## src/hdl/assert_macros.svh

```systemverilog
// Assertion macros used by the queue back end.
`ifndef ASSERT_MACROS_SVH
`define ASSERT_MACROS_SVH
`ifndef SYNTHESIS
// Checked on every rising clock edge outside reset.
`define CQF_ASSERT(lbl, clk, rst_n, prop) \
    lbl: assert property (@(posedge clk) disable iff (!rst_n) prop) \
        else $error("cqf assertion failed");
// Checked on every rising clock edge, reset included.
`define CQF_ASSERT_ALWAYS(lbl, clk, prop) \
    lbl: assert property (@(posedge clk) prop) \
        else $error("cqf assertion failed");
`else
`define CQF_ASSERT(lbl, clk, rst_n, prop)
`define CQF_ASSERT_ALWAYS(lbl, clk, prop)
`endif
`endif

```

## src/hdl/cqf_pkg.sv

```systemverilog
// Shared types, codes and sizes of the circular queue block.
package cqf_pkg;

    localparam int DATA_W    = 32;
    localparam int CAP_W     = 5;
    localparam int DEPTH_DEF = 16;
    localparam logic [CAP_W-1:0] CAP_RESET = 5'd16;

    // Small decoupling queues
    localparam int CMD_DEPTH = 2;
    localparam int RES_DEPTH = 4;
    localparam int RES_CW    = $clog2(RES_DEPTH + 1);

    // Request action codes
    localparam logic [1:0] ACT_SHOW   = 2'd0;
    localparam logic [1:0] ACT_INSERT = 2'd1;
    localparam logic [1:0] ACT_DELETE = 2'd2;

    // Internal operation codes
    localparam logic [1:0] OP_SHOW   = 2'd0;
    localparam logic [1:0] OP_INSERT = 2'd1;
    localparam logic [1:0] OP_DELETE = 2'd2;

    // Result status codes
    localparam logic [2:0] ST_INSERTED = 3'd0;
    localparam logic [2:0] ST_FULL     = 3'd1;
    localparam logic [2:0] ST_DELETED  = 3'd2;
    localparam logic [2:0] ST_EMPTY    = 3'd3;
    localparam logic [2:0] ST_SHOWN    = 3'd4;

    typedef struct packed {
        logic [1:0]               action;
        logic signed [DATA_W-1:0] value;
    } t_in_item;

    typedef struct packed {
        logic [2:0]               status;
        logic signed [DATA_W-1:0] data;
        logic                     last;
    } t_out_item;

    typedef struct packed {
        logic [1:0]               op;
        logic signed [DATA_W-1:0] value;
    } t_cmd;

endpackage

```

## src/hdl/cqf_fifo.sv

```systemverilog
// Small register-based FIFO used for the command and result queues.
module cqf_fifo #(
    parameter int WIDTH = 8,
    parameter int FD    = 2
) (
    input  logic                       i_clk,
    input  logic                       i_rst_n,
    input  logic                       i_push,
    input  logic [WIDTH-1:0]           i_data,
    input  logic                       i_pop,
    output logic [WIDTH-1:0]           o_data,
    output logic                       o_full,
    output logic                       o_empty,
    output logic [$clog2(FD+1)-1:0]    o_count
);

    localparam int AW = (FD > 1) ? $clog2(FD) : 1;
    localparam int CW = $clog2(FD + 1);

    logic [WIDTH-1:0] r_slot [FD];
    logic [AW-1:0]    r_wr;
    logic [AW-1:0]    r_rd;
    logic [CW-1:0]    r_count;
    logic             do_push;
    logic             do_pop;

    assign o_full  = (r_count == CW'(FD));
    assign o_empty = (r_count == '0);
    assign o_count = r_count;
    assign o_data  = r_slot[r_rd];
    assign do_push = i_push && !o_full;
    assign do_pop  = i_pop && !o_empty;

    // pointers and fill level
    always_ff @(posedge i_clk) begin
        if (!i_rst_n) begin
            r_wr    <= '0;
            r_rd    <= '0;
            r_count <= '0;
        end else begin
            if (do_push) begin
                r_wr <= (r_wr == AW'(FD - 1)) ? '0 : r_wr + AW'(1);
            end
            if (do_pop) begin
                r_rd <= (r_rd == AW'(FD - 1)) ? '0 : r_rd + AW'(1);
            end
            if (do_push && !do_pop) begin
                r_count <= r_count + CW'(1);
            end else if (do_pop && !do_push) begin
                r_count <= r_count - CW'(1);
            end
        end
    end

    // storage
    always_ff @(posedge i_clk) begin
        if (do_push) begin
            r_slot[r_wr] <= i_data;
        end
    end

endmodule

```

## src/hdl/cqf_front.sv

```systemverilog
// Front end: accepts requests, classifies the action, queues commands.
module cqf_front (
    input  logic              i_clk,
    input  logic              i_rst_n,
    input  logic              i_push,
    input  cqf_pkg::t_in_item i_item,
    output logic              o_full,
    input  logic              i_cmd_pop,
    output logic              o_cmd_valid,
    output cqf_pkg::t_cmd     o_cmd
);

    cqf_pkg::t_cmd cmd_in;
    logic          keep;
    logic          cmd_empty;
    logic [$clog2(cqf_pkg::CMD_DEPTH + 1)-1:0] cmd_count;

    // decode: unknown actions are swallowed without a result
    always_comb begin
        keep         = 1'b1;
        cmd_in.op    = cqf_pkg::OP_SHOW;
        cmd_in.value = '0;
        case (i_item.action)
            cqf_pkg::ACT_SHOW: begin
                cmd_in.op = cqf_pkg::OP_SHOW;
            end
            cqf_pkg::ACT_INSERT: begin
                cmd_in.op    = cqf_pkg::OP_INSERT;
                cmd_in.value = i_item.value;
            end
            cqf_pkg::ACT_DELETE: begin
                cmd_in.op = cqf_pkg::OP_DELETE;
            end
            default: begin
                keep = 1'b0;
            end
        endcase
    end

    cqf_fifo #(
        .WIDTH ($bits(cqf_pkg::t_cmd)),
        .FD    (cqf_pkg::CMD_DEPTH)
    ) u_cmd_q (
        .i_clk   (i_clk),
        .i_rst_n (i_rst_n),
        .i_push  (i_push && keep),
        .i_data  (cmd_in),
        .i_pop   (i_cmd_pop),
        .o_data  (o_cmd),
        .o_full  (o_full),
        .o_empty (cmd_empty),
        .o_count (cmd_count)
    );

    assign o_cmd_valid = !cmd_empty && (cmd_count != '0);

endmodule

```

## src/hdl/cqf_back.sv

```systemverilog
// Back end: queue storage, front/rear indices, display walker, result stage.
`include "assert_macros.svh"

module cqf_back #(
    parameter int DEPTH = cqf_pkg::DEPTH_DEF
) (
    input  logic                                  i_clk,
    input  logic                                  i_rst_n,
    input  logic [((DEPTH > 1) ? $clog2(DEPTH) : 1)-1:0] i_last_idx,
    input  logic                                  i_clear,
    input  logic                                  i_cmd_valid,
    input  cqf_pkg::t_cmd                         i_cmd,
    output logic                                  o_cmd_pop,
    input  logic [cqf_pkg::RES_CW-1:0]            i_res_count,
    output logic                                  o_res_push,
    output cqf_pkg::t_out_item                    o_res
);

    localparam int IW = (DEPTH > 1) ? $clog2(DEPTH) : 1;
    localparam int CW = cqf_pkg::RES_CW;

    localparam logic S_RUN  = 1'b0;
    localparam logic S_WALK = 1'b1;

    logic signed [cqf_pkg::DATA_W-1:0] r_mem [DEPTH];
    logic signed [cqf_pkg::DATA_W-1:0] r_rd_data;

    logic [IW-1:0] r_front, n_front;
    logic [IW-1:0] r_rear,  n_rear;
    logic [IW-1:0] r_walk,  n_walk;
    logic          r_is_empty, n_is_empty;
    logic          r_state, n_state;

    logic          r_s2_valid, n_s2_valid;
    logic [2:0]    r_s2_status, n_s2_status;
    logic          r_s2_last, n_s2_last;
    logic          r_s2_mem, n_s2_mem;

    logic          go;
    logic          we;
    logic [IW-1:0] wa;
    logic [IW-1:0] rd_addr;
    logic [IW-1:0] walk_idx;
    logic [IW-1:0] rear_adv;
    logic [IW-1:0] front_adv;
    logic [IW-1:0] walk_adv;

    function automatic logic [IW-1:0] adv(input logic [IW-1:0] idx,
                                          input logic [IW-1:0] last_idx);
        adv = (idx == last_idx) ? '0 : idx + IW'(1);
    endfunction

    // result queue room, counting the word already in the result stage
    assign go = i_cmd_valid &&
                (({1'b0, i_res_count} + (CW + 1)'(r_s2_valid)) < (CW + 1)'(cqf_pkg::RES_DEPTH));

    assign walk_idx  = (r_state == S_WALK) ? r_walk : r_front;
    assign rear_adv  = adv(r_rear, i_last_idx);
    assign front_adv = adv(r_front, i_last_idx);
    assign walk_adv  = adv(walk_idx, i_last_idx);

    // execute one command step
    always_comb begin
        n_front     = r_front;
        n_rear      = r_rear;
        n_walk      = r_walk;
        n_is_empty  = r_is_empty;
        n_state     = r_state;
        n_s2_valid  = 1'b0;
        n_s2_status = cqf_pkg::ST_INSERTED;
        n_s2_last   = 1'b1;
        n_s2_mem    = 1'b0;
        o_cmd_pop   = 1'b0;
        we          = 1'b0;
        wa          = '0;
        rd_addr     = r_front;

        if (i_clear) begin
            n_front    = '0;
            n_rear     = '0;
            n_is_empty = 1'b1;
            n_state    = S_RUN;
        end else if (go) begin
            n_s2_valid = 1'b1;
            case (i_cmd.op)
                cqf_pkg::OP_INSERT: begin
                    o_cmd_pop = 1'b1;
                    if (r_is_empty) begin
                        we         = 1'b1;
                        wa         = '0;
                        n_front    = '0;
                        n_rear     = '0;
                        n_is_empty = 1'b0;
                    end else if (rear_adv == r_front) begin
                        n_s2_status = cqf_pkg::ST_FULL;
                    end else begin
                        we     = 1'b1;
                        wa     = rear_adv;
                        n_rear = rear_adv;
                    end
                end
                cqf_pkg::OP_DELETE: begin
                    o_cmd_pop = 1'b1;
                    if (r_is_empty) begin
                        n_s2_status = cqf_pkg::ST_EMPTY;
                    end else begin
                        n_s2_status = cqf_pkg::ST_DELETED;
                        n_s2_mem    = 1'b1;
                        rd_addr     = r_front;
                        if (r_front == r_rear) begin
                            n_front    = '0;
                            n_rear     = '0;
                            n_is_empty = 1'b1;
                        end else begin
                            n_front = front_adv;
                        end
                    end
                end
                cqf_pkg::OP_SHOW: begin
                    if (r_is_empty) begin
                        o_cmd_pop   = 1'b1;
                        n_s2_status = cqf_pkg::ST_EMPTY;
                    end else begin
                        n_s2_status = cqf_pkg::ST_SHOWN;
                        n_s2_mem    = 1'b1;
                        rd_addr     = walk_idx;
                        if (walk_idx == r_rear) begin
                            o_cmd_pop = 1'b1;
                            n_state   = S_RUN;
                        end else begin
                            n_s2_last = 1'b0;
                            n_walk    = walk_adv;
                            n_state   = S_WALK;
                        end
                    end
                end
                default: begin
                    o_cmd_pop  = 1'b1;
                    n_s2_valid = 1'b0;
                end
            endcase
        end
    end

    // control state
    always_ff @(posedge i_clk) begin
        if (!i_rst_n) begin
            r_front    <= '0;
            r_rear     <= '0;
            r_walk     <= '0;
            r_is_empty <= 1'b1;
            r_state    <= S_RUN;
            r_s2_valid <= 1'b0;
        end else begin
            r_front    <= n_front;
            r_rear     <= n_rear;
            r_walk     <= n_walk;
            r_is_empty <= n_is_empty;
            r_state    <= n_state;
            r_s2_valid <= n_s2_valid;
        end
    end

    // result stage payload
    always_ff @(posedge i_clk) begin
        r_s2_status <= n_s2_status;
        r_s2_last   <= n_s2_last;
        r_s2_mem    <= n_s2_mem;
    end

    // queue storage: one write port, one registered read port
    always_ff @(posedge i_clk) begin
        if (we) begin
            r_mem[wa] <= i_cmd.value;
        end
    end

    always_ff @(posedge i_clk) begin
        if (n_s2_mem) begin
            r_rd_data <= r_mem[rd_addr];
        end
    end

    assign o_res_push    = r_s2_valid;
    assign o_res.status  = r_s2_status;
    assign o_res.data    = r_s2_mem ? r_rd_data : '0;
    assign o_res.last    = r_s2_last;

    `CQF_ASSERT(a_empty_idx_zero, i_clk, i_rst_n, r_is_empty |-> (r_front == '0 && r_rear == '0))
    `CQF_ASSERT(a_idx_in_cap, i_clk, i_rst_n, (r_front <= i_last_idx) && (r_rear <= i_last_idx))
    `CQF_ASSERT(a_walk_not_empty, i_clk, i_rst_n, (r_state == S_WALK) |-> !r_is_empty)
    `CQF_ASSERT(a_res_room, i_clk, i_rst_n, r_s2_valid |-> (i_res_count < CW'(cqf_pkg::RES_DEPTH)))

endmodule

```

## src/hdl/circular_queue_fifo.sv

```systemverilog
// Circular queue of signed 32-bit words driven by insert, delete and display
// requests. A request is taken when push is high and full is low; results are
// read like a queue through empty and pop, one result per pop. Insert and
// delete each give one result and, with results being popped, run at one
// request per cycle; a result passes through the command queue, the execute
// step into the result register and the result queue before it is on the
// result ports.
// Display walks the stored words through the single read port of the word
// store, one word per cycle while the result queue has room, and holds the
// execute step until the last stored word is read (a single result when the
// queue is empty) while later requests wait in the command queue. Writing the
// capacity register empties the queue; a capacity of zero acts as one and
// values above DEPTH act as DEPTH. Write the capacity only while no request is in flight.
module circular_queue_fifo #(
    parameter int DEPTH = cqf_pkg::DEPTH_DEF
) (
    input  logic                        i_clk,
    input  logic                        i_rst_n,
    input  logic                        push,
    input  cqf_pkg::t_in_item           i_item,
    output logic                        full,
    output logic                        empty,
    input  logic                        pop,
    output cqf_pkg::t_out_item          o_result,
    input  logic                        i_cfg_we,
    input  logic [cqf_pkg::CAP_W-1:0]   i_cfg_data
);

    localparam int IW = (DEPTH > 1) ? $clog2(DEPTH) : 1;
    localparam int XW = (cqf_pkg::CAP_W > IW + 1) ? cqf_pkg::CAP_W : IW + 1;

    logic [cqf_pkg::CAP_W-1:0] r_cap;
    logic [XW-1:0]             cap_x;
    logic [IW-1:0]             last_idx;

    logic                      cmd_valid;
    logic                      cmd_pop;
    cqf_pkg::t_cmd             cmd;
    logic                      res_push;
    cqf_pkg::t_out_item        res;
    logic                      res_full;
    logic [cqf_pkg::RES_CW-1:0] res_count;

    // capacity register
    always_ff @(posedge i_clk) begin
        if (!i_rst_n) begin
            r_cap <= cqf_pkg::CAP_RESET;
        end else if (i_cfg_we) begin
            r_cap <= i_cfg_data;
        end
    end

    // highest index in use, capacity clamped to 1..DEPTH
    assign cap_x = XW'(r_cap);
    always_comb begin
        if (r_cap == '0) begin
            last_idx = '0;
        end else if (cap_x > XW'(DEPTH)) begin
            last_idx = IW'(DEPTH - 1);
        end else begin
            last_idx = IW'(cap_x - XW'(1));
        end
    end

    cqf_front u_front (
        .i_clk       (i_clk),
        .i_rst_n     (i_rst_n),
        .i_push      (push),
        .i_item      (i_item),
        .o_full      (full),
        .i_cmd_pop   (cmd_pop),
        .o_cmd_valid (cmd_valid),
        .o_cmd       (cmd)
    );

    cqf_back #(
        .DEPTH (DEPTH)
    ) u_back (
        .i_clk       (i_clk),
        .i_rst_n     (i_rst_n),
        .i_last_idx  (last_idx),
        .i_clear     (i_cfg_we),
        .i_cmd_valid (cmd_valid),
        .i_cmd       (cmd),
        .o_cmd_pop   (cmd_pop),
        .i_res_count (res_count),
        .o_res_push  (res_push),
        .o_res       (res)
    );

    cqf_fifo #(
        .WIDTH ($bits(cqf_pkg::t_out_item)),
        .FD    (cqf_pkg::RES_DEPTH)
    ) u_res_q (
        .i_clk   (i_clk),
        .i_rst_n (i_rst_n),
        .i_push  (res_push && !res_full),
        .i_data  (res),
        .i_pop   (pop),
        .o_data  (o_result),
        .o_full  (res_full),
        .o_empty (empty),
        .o_count (res_count)
    );

endmodule

```

## config.mk

```make
export PLATFORM = sky130hd
export DESIGN_NAME = circular_queue_fifo
export DESIGN_NICKNAME = d
export VERILOG_FILES = /design/src/hdl/cqf_pkg.sv /design/src/hdl/cqf_fifo.sv /design/src/hdl/cqf_front.sv /design/src/hdl/cqf_back.sv /design/src/hdl/circular_queue_fifo.sv
export VERILOG_INCLUDE_DIRS = /design/src /design/src/hdl
export SDC_FILE = /design/constraint.sdc
export NUM_CORES = 1
export LEC_CHECK = 0
export BUFFER_PORTS_ARGS = -buffer_cell sky130_fd_sc_hd__buf_2
export CORE_MARGIN = 3
export CORE_UTILIZATION = 56
export DETAILED_ROUTE_END_ITERATION = 12
export PLACE_DENSITY = 0.76
export RECOVER_POWER = 100
export SETUP_SLACK_MARGIN = 0.15
export SYNTH_ARGS = -nofsm -noshare
export SYNTH_HDL_FRONTEND = slang
export SYNTH_HIERARCHICAL = 1
export SYNTH_SLANG_ARGS = --single-unit
```

## constraint.sdc

```tcl
create_clock -name i_clk -period 5.4 [get_ports i_clk]
set_input_delay 1.35 -clock i_clk [delete_from_list [all_inputs] [get_ports i_clk]]
set_output_delay 1.35 -clock i_clk [all_outputs]
set_load 0.02 [all_outputs]
```

==> summary.txt <==
Slew HR - -0.841
share of cells above drive strength 1 - 0.135
metal3 WL - 5610 microns
Detailed Place HPWL - 38200 microns
CP top delay family - compound AO/OA/AOI/OAI gates
most common cell after layout, fill and taps aside - edfxtp_1
Boundary Pins - 82
H-Tree Depth - 3
TritonRoute pass-1 iters - 5
Synth Area in Simple Gates - 0.0555
largest family of logic cells by synthesized area - multiplexers
Nets - 1960
num rows - 86
fin area - 35500 sq um
initial antenna violation count - 3
1st-iter DRT viols - 1764
FMAX - 0.206 GHz
Crit path largest cell delay - 940 ps
Die Y - 244 microns
Leakage - 11.4 nW
Core Region - 55600 sq um
Setup Skew - 18.6 ps
startpoint types - register
Setup Viol. Count Final - 0
Post-synth EDFFs - 756
Hold Vio Cnt, Final - 0
min cycle time layout - 4850 ps
Pwr Density - 374 nW/um^2
RSZ-0062 raised after global routing - false
Synth Cell Area - 31700 sq um
DRC - 0
Overall Power - 13.3 mW
Die Area - 59600 sq um
vias in the first global route - 16918
DP Area - 33100 sq um
Synth area leader - edfxtp_1
Worst EP required - 5620 ps
met1 WL - 27800 microns
Port Buffers - 81
Netlist cell types - 71
Via Count - 16660
Mapped Nets - 1865
root buffer cell - clkbuf_16
overall routed net length - 66700 microns
synthesis-stage register bit count - 795
top cells by area, synth - edfxtp_1, mux2i_1, dfxtp_1, mux4_2, o221ai_1
Seq/Total Area, Yosys - 0.740
CTS resizes - 0
CTS Buf Count - 77
Initial Utilization - 0.571
maximum vdd drop - 0.282 mV
Slew Limit Fails - 253
Worst Tran Pin Value - 2760 ps
Synth Flop Type - edfxtp_1
clk sinks - 795
worst min path class - reg2reg
Max Used Layer - met4
Routed Antenna Nets - 1
asr flop ratio synth - 0
Via density - 6.13
Mean Syn Cell Area - 17.6 sq um
Synth Area in Compound Gates - 0.0613
TritonCTS clock tree - yes
CP endpoint kind - register
CP max stage cell - clkbuf_2
Post-Syn Instances - 1805
final setup TNS - 0 ps
Clk Latency, worst-skew pair - 610 ps
P&R area growth vs syn - 11.7%
XOR/XNOR Fraction of Synth Area - 0.00883
adder-cell share of the synthesized area - 0.00654
status - finished, violations left
most frequent cells in the layout - edfxtp_1, mux2i_1, nand2_1
Synth top area share - 0.715
multiplexer share of the synthesized area - 0.105
CP Cell Sequence - inv_1 > ha_1 > nand2b_1 > a221oi_1 > nor3_1 > xnor2_1 > nand4_1 > a211oi_1 > o2111ai_1 > nor2_4 > clkbuf_2
Met2 Routed Length - 31500 microns
die width - 244 microns
Synth Warn # - 6
clock buffer depth - 3
CP Buf/Inv Count - 2
max-cap violations - 7
failing checks - antenna violations, max-capacitance violations, max-slew violations
Hold-fix buffers, CTS - 0
Routed WL per cell - 24.5 microns
largest net degree at the start of global routing - 65
Final GP Congestion - 0.828
Worst Path Max Fanout - 32
setup bufs post-CTS - 0
Reg clk slew, reported paths - 60 ps
first-pass GRT wire length - 102000 microns
Setup CP Type - reg2reg
remaining global-route overflow - 0
GRT Overall Usage - 0.226
crit share post-route - 0.898
WP data arrival - 5070 ps
==> logic make-up (layout without fill, tap and decap cells) <==
logic type      after synthesis  after routing
mux                         278            278
compound gates              243            243
buf+inv                     129            284
simple gates                312            312
xor+xnor                     32             32
flops                       795            795
other cells                   0              8
fa+ha+maj                    16             16
==> layout make-up <==
class                           instances  area [sq um]
Fill cell                            3848         20200
Clock buffer                           97          2070
Antenna cell                            8          20.0
Tap cell                              748           936
Inverter                               19          71.3
Timing Repair Buffer                  126           751
Clock inverter                         42           465
Sequential cell                       795         23500
Multi-Input combinational cell        881          7660
==> through the flow <==
stage	utilization	setup WS [ps]	std cells	hold WS (ps)
after floorplan	-	168	1805	437
after global placement	0.594	1050	2569	450
after detailed placement	0.594	876	2569	471
after CTS	0.640	862	2708	480
after global routing	0.637	294	2708	502
final	0.637	553	2716	477
==> sequential cells by signal (all words and copies together), names as in the netlist, 2 cells and up, named ones only <==
name                     count
cap_x                        5
u_back/r_front               4
u_back/r_rear                4
u_res_q/r_slot             144
u_res_q/r_rd                 2
u_back/r_s2_status           3
u_front/u_cmd_q/o_count      2
u_res_q/o_count              3
u_back/r_mem               512
u_back/r_walk                4
u_front/u_cmd_q/r_slot      68
u_res_q/r_wr                 2
u_back/r_rd_data            32
==> final timing paths <==
| path | from | end | slack, ps | cells after the start |
|---|---|---|---|---|
| worst min-delay path | u_back/r_s2_status[1]$_SDFF_PP0_ | u_res_q/r_slot[1][34]$_DFFE_PP_ | 480 | 0 |
| worst max register to register | cap_x[0]$_SDFFE_PN0P_ | u_back/r_mem[4][19]$_DFFE_PP_ | 550 | 11 |
| worst max-delay path | cap_x[0]$_SDFFE_PN0P_ | u_back/r_mem[4][19]$_DFFE_PP_ | 550 | 11 |
| worst min register to register | u_back/r_s2_status[1]$_SDFF_PP0_ | u_res_q/r_slot[1][34]$_DFFE_PP_ | 480 | 0 |
==> routing by layer <==
layer  vias to the layer above  GRT usage
met1                      8360      0.320
met3                       141     0.0452
met2                       733      0.358
met5                         -          0
met4                         0     0.0713
li1                       7426          -
==> Yosys cell counts (4+ instances only) <==
cell type	n
mux4_1	6
nand3_1	11
buf_6	14
clkbuf_2	4
buf_2	17
nor2b_1	15
a21boi_0	8
a211oi_1	34
and2_1	44
edfxtp_1	756
nor3_1	13
a311oi_1	33
mux2_2	38
nor2_1	29
mux2i_1	201
or3_1	7
ha_1	15
a21oi_1	6
clkbuf_1	55
xnor2_1	18
a211o_1	31
and3_1	36
dfxtp_1	39
nor3b_1	4
o22ai_1	32
o2111ai_1	4
o221ai_1	62
mux4_2	32
nand2_1	92
inv_1	18
nand2b_1	10
xor2_1	14
and3b_1	33
nand4_1	4
buf_4	15
o21ai_0	10
==> where the power goes <==
group	leakage (nW)	internal, mW	total (mW)	switching [mW]
Combinational	3.01	0.359	0.940	0.581
Clock	1.25	3.16	5.34	2.18
Sequential	7.18	6.89	6.99	0.0932
Power figures use the tool's default switching activity.
